## src/design/cdcbs_pkg.sv

```systemverilog
// ----------------------------------------------------------------------------
// cdcbs_pkg
// Shared types and constants for the disk shadow-cover pipeline.
// ----------------------------------------------------------------------------
package cdcbs_pkg;

    localparam int CORNERS = 8;
    // length of the valid and flag shift registers along the pipeline
    localparam int DEPTH   = 8;

    // register indexes
    localparam logic [1:0] REG_CENTER_X = 2'd0;
    localparam logic [1:0] REG_CENTER_Y = 2'd1;
    localparam logic [1:0] REG_CENTER_Z = 2'd2;
    localparam logic [1:0] REG_RADIUS   = 2'd3;

    // disk configuration handed to the datapath
    typedef struct packed {
        logic signed [31:0] cx;
        logic signed [31:0] cy;
        logic signed [31:0] cz;
        logic [30:0]        radius;
    } t_disk;

    // per-corner offset from the center
    typedef struct packed {
        logic signed [32:0] dx;
        logic signed [32:0] dy;
        logic signed [32:0] dz;
    } t_offs;

endpackage

```

## src/design/cdcbs_cfg.sv

```systemverilog
// ----------------------------------------------------------------------------
// cdcbs_cfg
// APB register file holding the disk center and radius.
// ----------------------------------------------------------------------------
module cdcbs_cfg import cdcbs_pkg::*; (
    input  logic        i_clk,
    input  logic        i_rst_n,
    input  logic        psel,
    input  logic        penable,
    input  logic        pwrite,
    input  logic [3:0]  paddr,
    input  logic [31:0] pwdata,
    output logic [31:0] prdata,
    output logic        pready,
    output t_disk       o_disk
);
    t_disk      r_disk;
    logic [1:0] w_idx;
    logic       w_hit;

    assign pready = 1'b1;
    assign w_idx  = paddr[3:2];
    assign w_hit  = (paddr[1:0] == 2'b00);

    // write on the access phase
    always_ff @(posedge i_clk) begin
        if (!i_rst_n) begin
            r_disk <= '0;
        end else if (psel && penable && pwrite && w_hit) begin
            case (w_idx)
                REG_CENTER_X: r_disk.cx     <= pwdata;
                REG_CENTER_Y: r_disk.cy     <= pwdata;
                REG_CENTER_Z: r_disk.cz     <= pwdata;
                REG_RADIUS:   r_disk.radius <= pwdata[30:0];
                default: ;
            endcase
        end
    end

    // read back
    always_comb begin
        case (w_idx)
            REG_CENTER_X: prdata = r_disk.cx;
            REG_CENTER_Y: prdata = r_disk.cy;
            REG_CENTER_Z: prdata = r_disk.cz;
            REG_RADIUS:   prdata = {1'b0, r_disk.radius};
            default:      prdata = '0;
        endcase
        if (!w_hit) prdata = '0;
    end

    assign o_disk = r_disk;
endmodule

```

## config.mk

```make
export PLATFORM = sky130hd
export DESIGN_NAME = cdcbs_cfg
export DESIGN_NICKNAME = d
export VERILOG_FILES = /design/src/design/cdcbs_pkg.sv /design/src/design/cdcbs_cfg.sv
export SDC_FILE = /design/constraint.sdc
export NUM_CORES = 1
export LEC_CHECK = 0
export ABC_CLOCK_PERIOD_IN_PS = 2000
export BUFFER_PORTS_ARGS = -buffer_cell sky130_fd_sc_hd__buf_2
export CAP_MARGIN = 20
export CORE_MARGIN = 4
export CORE_UTILIZATION = 50
export CTS_BUF_LIST = sky130_fd_sc_hd__clkbuf_8 sky130_fd_sc_hd__clkbuf_16
export CTS_CLUSTER_SIZE = 8
export DETAILED_ROUTE_END_ITERATION = 16
export PLACE_DENSITY_LB_ADDON = 0.08
export REMOVE_ABC_BUFFERS = 1
export SLEW_MARGIN = 40
export SYNTH_ARGS = -nofsm -noshare
export SYNTH_HDL_FRONTEND = slang
export SYNTH_SLANG_ARGS = --single-unit
```

## constraint.sdc

```tcl
create_clock -name i_clk -period 2 [get_ports i_clk]
set_input_delay 0.2 -clock i_clk [delete_from_list [all_inputs] [get_ports i_clk]]
set_output_delay 0.2 -clock i_clk [all_outputs]
set_load 0.01 [all_outputs]
```

==> report_table.html <==
<table>
<tr><th>Metric</th><th>Value</th></tr>
<tr><th colspan="2">Status</th></tr>
<tr><td>Run status</td><td>finished, final reports clean</td></tr>
<tr><th colspan="2">Setup path</th></tr>
<tr><td>Category of cells accounting for the largest share of critical-path delay</td><td>multiplexers</td></tr>
<tr><td>Kind of end point of the critical path</td><td>output pin</td></tr>
<tr><td>Count of buffering cells on the critical path with inverters included</td><td>1</td></tr>
<tr><td>Arrival time at the worst endpoint</td><td>1510 ps</td></tr>
<tr><td>Longest individual stage delay on the worst path</td><td>460 ps</td></tr>
<tr><td>Category of the most critical setup path</td><td>register to output pin</td></tr>
<tr><td>Biggest fanout along the worst timing path</td><td>3</td></tr>
<tr><td>Worst path slowest cell</td><td>mux4_2</td></tr>
<tr><td>Worst setup SP type</td><td>register</td></tr>
<tr><td>Critical path cell sequence</td><td>mux4_2 -&gt; and2b_1 -&gt; buf_2</td></tr>
<tr><td>Worst EP required</td><td>1800 ps</td></tr>
<tr><th colspan="2">Global routing</th></tr>
<tr><td>Pin count of the biggest net entering global routing</td><td>83</td></tr>
<tr><td>Met1 routing resource usage after global routing</td><td>28.8%</td></tr>
<tr><td>Initial antenna violation count</td><td>0</td></tr>
<tr><td>Global-route met2 utilization</td><td>37.5%</td></tr>
<tr><td>First-pass GRT wire length</td><td>23.5 mm</td></tr>
<tr><td>Aggregate global-route resource usage</td><td>22.6%</td></tr>
<tr><td>Global-route layer with the greatest usage</td><td>met2</td></tr>
<tr><td>Global routing met3 resource utilization</td><td>6.50%</td></tr>
<tr><td>Total gr overflow</td><td>0</td></tr>
<tr><td>Number of global-route vias before repair</td><td>between 4000 and 5000</td></tr>
<tr><th colspan="2">Timing</th></tr>
<tr><td>Time the final worst path needs with I/O delays and setup</td><td>approximately 1700 ps</td></tr>
<tr><td>Peak clock frequency supported by timing</td><td>585 MHz</td></tr>
<tr><td>Count of final hold-check violations</td><td>0</td></tr>
<tr><td>Largest clock skew in the final design</td><td>0 ps</td></tr>
<tr><td>WHS</td><td>111 ps</td></tr>
<tr><td>Setup violators final</td><td>0</td></tr>
<tr><td>RSZ-0062 raised after global routing</td><td>false</td></tr>
<tr><td>Period utilisation layout</td><td>85.5%</td></tr>
<tr><td>Pins Over Slew Limit</td><td>0</td></tr>
<tr><th colspan="2">Placement</th></tr>
<tr><td>Total of buffers placed on input and output ports</td><td>199</td></tr>
<tr><td>Dpl hpwl</td><td>10.1 mm</td></tr>
<tr><td>Final estimated routing congestion in global placement</td><td>0.747</td></tr>
<tr><th colspan="2">Clock tree</th></tr>
<tr><td>Post-CTS setup buffer count</td><td>0</td></tr>
<tr><td>Clock buffer depth</td><td>2</td></tr>
<tr><td>Clock latency on the worst-skew pair</td><td>~400 ps</td></tr>
<tr><td>Post_cts resized</td><td>0</td></tr>
<tr><td>Cts-stage hold buffer count</td><td>0</td></tr>
<tr><td>Clock Root Buffer</td><td>clkbuf_16</td></tr>
<tr><td>Number of CTS-inserted buffers</td><td>17</td></tr>
<tr><td>TritonCTS clock tree</td><td>built</td></tr>
<tr><td>CTS HTree Levels</td><td>4</td></tr>
<tr><td>CTS sink count</td><td>127</td></tr>
<tr><td>Clock Pin Slew Worst Setup and Hold Paths</td><td>about 60 ps</td></tr>
<tr><th colspan="2">Final layout</th></tr>
<tr><td>Flip-flop count of the largest register, all copies and words added</td><td>between 100 and 150</td></tr>
<tr><td>Proportion of layout cells with a drive suffix above 1</td><td>38.2%</td></tr>
<tr><td>P&amp;R area growth vs syn</td><td>31.5%</td></tr>
<tr><td>Final design utilization</td><td>around two thirds</td></tr>
<tr><td>Net total in the final layout</td><td>about 760</td></tr>
<tr><td>Antenna cell count</td><td>0</td></tr>
<tr><th colspan="2">Drt</th></tr>
<tr><td>Detail-routed via count per cell</td><td>5.21</td></tr>
<tr><td>Final WL</td><td>14.6 mm</td></tr>
<tr><td>Number of detailed-routing iterations run before antenna repair</td><td>4</td></tr>
<tr><td>Vias after detailed routing</td><td>4560</td></tr>
<tr><td>Remaining routing DRC violations</td><td>0</td></tr>
<tr><td>Initial DRC count</td><td>244</td></tr>
<tr><td>DR WL/cell</td><td>16.7 um</td></tr>
<tr><td>Detail Route Antenna Nets</td><td>0</td></tr>
<tr><th colspan="2">Pwr</th></tr>
<tr><td>Pwr dens</td><td>837 mW/mm2</td></tr>
<tr><td>Leakage power total</td><td>3.45 nW</td></tr>
<tr><td>Maximum vdd ir drop</td><td>0.476 mV</td></tr>
<tr><th colspan="2">Synth</th></tr>
<tr><td>Total standard cell area after synthesis</td><td>0.00567 mm2</td></tr>
<tr><td>Count of mapped cells out of synthesis</td><td>535</td></tr>
<tr><td>Synthesis-stage register bit count</td><td>~130</td></tr>
<tr><td>Synthesized area per cell</td><td>about 11 um2</td></tr>
<tr><td>Number of distinct library cells after synthesis</td><td>23</td></tr>
<tr><td>Share of the yosys chip area belonging to registers</td><td>44.8%</td></tr>
<tr><td>Warnings, synthesis</td><td>0</td></tr>
<tr><th colspan="2">Die</th></tr>
<tr><td>Vertical extent of the die</td><td>115 um</td></tr>
<tr><td>Die Span X</td><td>115 um</td></tr>
<tr><td>Boundary Pins</td><td>201</td></tr>
<tr><td>Effective utilization at floorplan</td><td>about half</td></tr>
<tr><td>Row count</td><td>38</td></tr>
<tr><td>Core area</td><td>0.0110 mm2</td></tr>
<tr><td>Floorplan die area</td><td>0.0131 mm2</td></tr>
<tr><th colspan="2">Job</th></tr>
<tr><td>Max-cap violations</td><td>0</td></tr>
<tr><th colspan="2">Hold path</th></tr>
<tr><td>Tightest Hold Check Type</td><td>primary input to register</td></tr>
</table>
synth_stat cells:
master | count | share of area (%)
nand2_1 | 161 | 11
mux2i_1 | 128 | 23
dfxtp_1 | 127 | 45
mux4_2 | 31 | 12
nor2b_1 | 31 | 3.4
clkbuf_1 | 21 | 1.4
buf_2 | 17 | 1.5
buf_12 | 3 | 1.1
buf_6 | 2 | 0.40
a2bb2oi_1 | 1 | 0.15
and2b_1 | 1 | 0.13
and3_1 | 1 | 0.11
and3b_1 | 1 | 0.15
buf_1 | 1 | 0.066
buf_4 | 1 | 0.13
conb_1 | 1 | 0.066
nand2b_1 | 1 | 0.11
nand3_1 | 1 | 0.088
nor2_1 | 1 | 0.066
nor3_1 | 1 | 0.088
nor4_4 | 1 | 0.38
or2_1 | 1 | 0.11
or4_4 | 1 | 0.20
kinds of logic after synthesis:
kind of cell / after synthesis / share of synthesized area [%]
mux: 159 / 34.9
simple gates: 202 / 15.5
compound gates: 1 / 0.154
other cells: 1 / 0.0661
flops: 127 / 44.8
buf+inv: 45 / 4.54
metal layers:
layer | up-vias | part of all wire [%]
li1 | 2200 | -
met1 | 2197 | 44
met2 | 149 | 48
met3 | 14 | 7.3
met4 | 0 | 0.98
met5 | - | 0
layout by cell type (no fill, tap or decap), types with 3 or more instances in the layout:
cell / netlist / layout
mux2i_1: 128 / 128
buf_4: 1 / 9
clkinv_4: 0 / 3
clkbuf_16: 0 / 17
nand2_1: 161 / 161
buf_12: 3 / 7
dfxtp_1: 127 / 127
mux4_2: 31 / 31
nor2b_1: 31 / 31
bufinv_16: 0 / 5
buf_2: 17 / 198
worst paths after layout:
path	from	end	slack [ps]	depth (start not counted)
min reg2reg	o_disk[9]	o_disk[9]	470	2
max	o_disk[0]	prdata[0]	290	3
max reg2reg	o_disk[122]	o_disk[122]	1330	2
min	pwdata[31]	o_disk[126]	110	3
per-stage QoR:
stage               setup TNS [ps]  power (mW)  worst slack, ps  instances  area, um2
floorplan                  -111970        2.71            -2400        490       5410
global placement                 0        2.88              315        844       6790
detailed placement               0        2.89              253        844       6790
CTS                              0        6.29              277        876       7460
global route                     0        6.44              241        876       7460
finish                           0        6.24              289        876       7460
power breakdown:
group / switching, mW / internal (mW)
Sequential: 0.00806 / 2.54
Combinational: 0.176 / 0.110
Clock: 1.13 / 2.28
worst min-delay path: cells and delay by family:
| kind | cells | cell delay, ps |
|---|---|---|
| buf+inv | 1 | 100 |
| mux | 1 | 80 |
| simple gates | 1 | 90 |
area by class of cell:
cell class / count / area [um2]
Fill cell: 874 / 3530
Multi-Input combinational cell: 363 / 2880
Sequential cell: 127 / 2540
Timing Repair Buffer: 214 / 1200
Clock buffer: 19 / 453
Clock inverter: 13 / 210
Tap cell: 140 / 175
(Power assumes the default switching activity.)
